--- config.mk ---
export PLATFORM = sky130hd
export DESIGN_NAME = ttps_eval
export DESIGN_NICKNAME = d
export VERILOG_FILES = /design/src/sv/ttps_pkg.sv /design/src/sv/ttps_eval.sv
export SDC_FILE = /design/constraint.sdc
export NUM_CORES = 1
export LEC_CHECK = 0
export BUFFER_PORTS_ARGS = -buffer_cell sky130_fd_sc_hd__clkbuf_2
export CAP_MARGIN = 5
export CORE_AREA = 8 8 154 156
export DETAILED_ROUTE_END_ITERATION = 10
export DIE_AREA = 0 0 162 164
export PLACE_DENSITY_LB_ADDON = 0.25
export SYNTH_ARGS = -nofsm -noshare
export SYNTH_HDL_FRONTEND = slang
export SYNTH_SLANG_ARGS = --single-unit
--- constraint.sdc ---
create_clock -name vclk -period 9.9
set_clock_uncertainty 0.15 [all_clocks]
set_input_delay 0.495 -clock vclk [all_inputs]
set_output_delay 0.495 -clock vclk [all_outputs]
set_load 0.005 [all_outputs]
--- src/sv/ttps_pkg.sv ---
// ----------------------------------------------------------------------------
// ttps_pkg
// Shared types and codes for the transposition table probe/store unit.
// ----------------------------------------------------------------------------
package ttps_pkg;

   // Request operation codes
   typedef enum logic {
      OP_PROBE = 1'b0,
      OP_WRITE = 1'b1
   } ttps_op_type;

   // Node kinds kept in a slot
   localparam logic [1:0] KIND_NONE  = 2'd0;
   localparam logic [1:0] KIND_EXACT = 2'd1;
   localparam logic [1:0] KIND_LOWER = 2'd2;
   localparam logic [1:0] KIND_UPPER = 2'd3;

   localparam logic [14:0] MATE_THRESHOLD_RESET = 15'd30000;

   // Saturation limits of the stored score
   localparam logic signed [17:0] SCORE_MAX = 18'sd32767;
   localparam logic signed [17:0] SCORE_MIN = -18'sd32768;

   // Control sequencer states
   typedef enum logic [1:0] {
      ST_CLEAR,
      ST_IDLE,
      ST_LOOKUP
   } ttps_state_type;

   typedef struct packed {
      ttps_op_type        opcode;
      logic [63:0]        key;
      logic signed [15:0] alpha;
      logic signed [15:0] beta;
      logic [7:0]         depth;
      logic [7:0]         plies;
      logic [1:0]         node_kind;
      logic [15:0]        move;
      logic signed [15:0] score;
   } ttps_req_type;

   typedef struct packed {
      logic               hit;
      logic               cutoff_valid;
      logic signed [15:0] cutoff_value;
      logic [15:0]        entry_move;
      logic [1:0]         entry_kind;
      logic [7:0]         entry_depth;
   } ttps_rsp_type;

   // One table slot
   typedef struct packed {
      logic [63:0]        key;
      logic [1:0]         kind;
      logic [15:0]        move;
      logic signed [15:0] score;
      logic [7:0]         depth;
   } ttps_entry_type;

   // Write-back request from the evaluator to the table
   typedef struct packed {
      logic           en;
      ttps_entry_type entry;
   } ttps_wb_type;

endpackage

--- src/sv/ttps_eval.sv ---
// ----------------------------------------------------------------------------
// ttps_eval
// Evaluate one request against the slot read from the table: build the
// response and the write-back (store on write, clear on probe miss).
// ----------------------------------------------------------------------------
module ttps_eval (
   input  ttps_pkg::ttps_req_type   req,
   input  ttps_pkg::ttps_entry_type slot,
   input  logic [14:0]              mate_threshold,
   output ttps_pkg::ttps_rsp_type   rsp,
   output ttps_pkg::ttps_wb_type    wb
);

   localparam logic signed [17:0] SCORE_MAX_L = ttps_pkg::SCORE_MAX;
   localparam logic signed [17:0] SCORE_MIN_L = ttps_pkg::SCORE_MIN;

   logic signed [17:0] thr_pos;
   logic signed [17:0] thr_neg;
   logic signed [17:0] plies_ext;
   logic signed [17:0] wr_score;
   logic signed [17:0] wr_adj;
   logic signed [15:0] wr_sat;
   logic signed [17:0] rd_score;
   logic signed [17:0] rd_adj;
   logic signed [17:0] alpha_ext;
   logic signed [17:0] beta_ext;
   logic               tag_hit;
   logic               deep_enough;

   assign thr_pos   = {3'b000, mate_threshold};
   assign thr_neg   = -thr_pos;
   assign plies_ext = {10'b0, req.plies};
   assign wr_score  = {{2{req.score[15]}}, req.score};
   assign rd_score  = {{2{slot.score[15]}}, slot.score};
   assign alpha_ext = {{2{req.alpha[15]}}, req.alpha};
   assign beta_ext  = {{2{req.beta[15]}}, req.beta};

   assign tag_hit     = (slot.key == req.key);
   assign deep_enough = (slot.depth >= req.depth);

   // Make a mate score ply-independent before storing, then saturate
   always_comb begin
      priority if (wr_score > thr_pos) begin
         wr_adj = wr_score + plies_ext;
      end else if (wr_score < thr_neg) begin
         wr_adj = wr_score - plies_ext;
      end else begin
         wr_adj = wr_score;
      end
      priority if (wr_adj > SCORE_MAX_L) begin
         wr_sat = 16'sh7FFF;
      end else if (wr_adj < SCORE_MIN_L) begin
         wr_sat = 16'sh8000;
      end else begin
         wr_sat = wr_adj[15:0];
      end
   end

   // Undo the ply correction on a stored mate score
   always_comb begin
      priority if (rd_score > thr_pos) begin
         rd_adj = rd_score - plies_ext;
      end else if (rd_score < thr_neg) begin
         rd_adj = rd_score + plies_ext;
      end else begin
         rd_adj = rd_score;
      end
   end

   // Response and write-back
   always_comb begin
      rsp = '0;
      wb  = '0;
      if (req.opcode == ttps_pkg::OP_WRITE) begin
         wb.en          = 1'b1;
         wb.entry.key   = req.key;
         wb.entry.kind  = req.node_kind;
         wb.entry.move  = req.move;
         wb.entry.score = wr_sat;
         wb.entry.depth = req.depth;
      end else if (!tag_hit) begin
         // Miss: clear the slot
         wb.en = 1'b1;
      end else begin
         rsp.hit         = 1'b1;
         rsp.entry_move  = slot.move;
         rsp.entry_kind  = slot.kind;
         rsp.entry_depth = slot.depth;
         if (deep_enough) begin
            priority if (slot.kind == ttps_pkg::KIND_UPPER && rd_adj <= alpha_ext) begin
               rsp.cutoff_valid = 1'b1;
               rsp.cutoff_value = req.alpha;
            end else if (slot.kind == ttps_pkg::KIND_LOWER && rd_adj >= beta_ext) begin
               rsp.cutoff_valid = 1'b1;
               rsp.cutoff_value = req.beta;
            end else if (slot.kind == ttps_pkg::KIND_EXACT) begin
               rsp.cutoff_valid = 1'b1;
               rsp.cutoff_value = rd_adj[15:0];
            end else begin
               rsp.cutoff_valid = 1'b0;
            end
         end
      end
   end

endmodule

==> run summary <==
GR Overflow Total: 0
Startpoint types: primary input
Final Max Slew Viols: 0
Number of global-route vias before repair: 8951
WS Path Type: primary input to output pin
Final setup violation count: 0
Register area share after synthesis: 0%
Largest delay contributor family on the critical path: compound AO/OA/AOI/OAI gates
Count of cell types in the netlist: 75
YS warnings: 0
Leak: 5.10 nW
CP most frequent cell: a21oi_1
Site Rows: 54
First-pass DRT Iterations: 5
Tightest Pin Transition: 1.13 ns
Type of the worst min-delay path: primary input to output pin
Most frequent cells in the layout: clkbuf_2, ha_1, inv_1, and2_1, nor2_1
Initial antenna violation count: 4
Cells after synthesis: 1003
Fin crit period: 8.08 ns
RSZ-0062 raised after global routing: false
Synthesized Nets: 1410
Fin nets: 1802
Post-synthesis mux area share: 0.576%
Crit path max-delay cell type: a31oi_2
Peak fanout along the critical path: 22
Period utilization: 81.6%
Outcome: completed
Die Area: 26600 um2
Clkbuf count: 0
Synthesized area per cell: 6.93 um2
Pwr dens: 46.5 nW/um2
Worst Path Required: 9.26 ns
Sw Share: 56.4%
Via count: 8986
Postcts setup bufs: 0
WHS: 1.12 ns
Critical Path AT: 7.44 ns
Drt initial violations: 587
GPL Wtd Cong: 0.950
Placed Instances: 1673
Final WS setup: 1.82 ns
Largest net degree at the start of global routing: 70
ANT nets after route: 0
Final-layout fill cell count: 2381
Internal power: 0.000189 W
Most common cell after layout, fill and taps aside: clkbuf_2
I/O pin cnt: 419
Compound-Gate Fraction of Synth Area: 27.4%
Max Cap Viol: 0
WL/cell: 20.9 um
Seq cells: 0
CTS Hold Bufs: 0
Slowest cell delay on critical path: 0.92 ns
Largest family of logic cells by synthesized area: simple AND/OR/NAND/NOR gates
Seq. cell area: 0 um2
GRT Util Overall: 24.4%
Final WL: 35000 um
Core area: 21400 um2
Max-slew headroom at the worst pin: 24.1%
Initial Utilization: 32.5%
Die X: 162 um
Fmax: 124 MHz
Vias per cell: 5.36
Net Sw Power: 0.000244 W
Sequential power share: 0%
Cell Area, Synth: 6950 um2
Global-route wire length before repair: 51600 um
# port buffers: 419
Worst IR Drop VDD: 0.0173 mV
Finished Layout Cells: 1676
DRC: 0
Clock share of power: 0%
Fin. Hold Viols: 0
CTS resizes: 0
Dpl hpwl: 31400 um
Combinational power share: 100.0%
Share of layout cells above drive strength 1: 32.3%
Pre-CTS WS: 2.01 ns
Setup TNS: 0 ns
Die Ht: 164 um
Critical path endpoint category: output pin
Adder-cell area share of the yosys netlist: 25.5%
Worst path bufs/invs: 3
Post-Synth Simple-Gate Area: 28.3%
Area Growth Syn to Fin: 34.0%
Post-Synth XOR/XNOR Area: 9.85%
Yosys cell counts (9+ instances only):
library cell	number	area, um2
o21a_1	9	67.6
o22ai_1	14	87.6
ha_1	135	1690
nand2_1	32	120
and2_1	98	613
clkbuf_1	25	93.8
a31oi_1	11	68.8
a21oi_1	53	265
nand2b_1	15	93.8
nand3_1	13	65.1
a211oi_1	10	75.1
nor4_1	13	81.3
nor2_1	96	360
nor3_1	18	90.1
nand4_1	18	113
a221oi_1	11	96.3
inv_1	115	432
xor2_1	39	342
a21o_1	23	173
nor2b_1	15	93.8
o21ai_0	48	240
xnor2_1	36	315
area by class of cell:
type                       count  area (um2)  share of cell area [%]
tap                          280         350                    3.76
antenna                        3        7.51                  0.0807
inverter                     116         435                    4.68
timing repair buffer         425        2140                    23.0
multi-input combinational    852        6370                    68.5
metal layers:
layer	vias up	track usage, %	part of all wire [%]
li1	4387	-	-
met1	4173	29.1	40
met2	365	43.6	49
met3	57	4.44	8.1
met4	4	7.70	3.4
met5	-	0	0.066
through the flow:
| stage | utilization, % | instance area, um2 | total power [W] |
|---|---|---|---|
| 2_1_floorplan | - | 6950 | 0.000253 |
| 3_3_place_gp | 43.6 | 9300 | 0.000426 |
| 3_5_place_dp | 43.6 | 9300 | 0.000429 |
| 4_1_cts | 43.6 | 9300 | 0.000433 |
| 5_1_grt | 43.6 | 9300 | 0.000486 |
| 6_report | 43.6 | 9310 | 0.000433 |
tightest hold or removal path: stages:
cell and delay, ns:
clkbuf_2 0.07, and2_1 0.10, clkbuf_2 0.11
worst paths after layout:
path	start	endpoint	slack, ns	cells past startpoint
worst max-delay path	mate_threshold[1]	rsp[29]	1.82	27
worst min-delay path	slot[32]	rsp[18]	1.12	3
kinds of logic after synthesis:
family / count (synthesis)
buffers and inverters: 151
AOI/OAI and AO/OA: 272
and+or+nand+nor: 361
muxes: 4
xor gates and xnor gates: 76
adders and majority gates: 139
power groups by stage:
stage                     sequential, W        clock (W)  combinational (W)
after floorplan                       0                0           0.000253
after detailed placement              0                0           0.000429
after global placement                0                0           0.000426
final                                 0  0.0000000000407           0.000433
after global routing                  0  0.0000000000135           0.000486
after CTS                             0                0           0.000433
No activity file was read; power rests on OpenSTA's default activity.
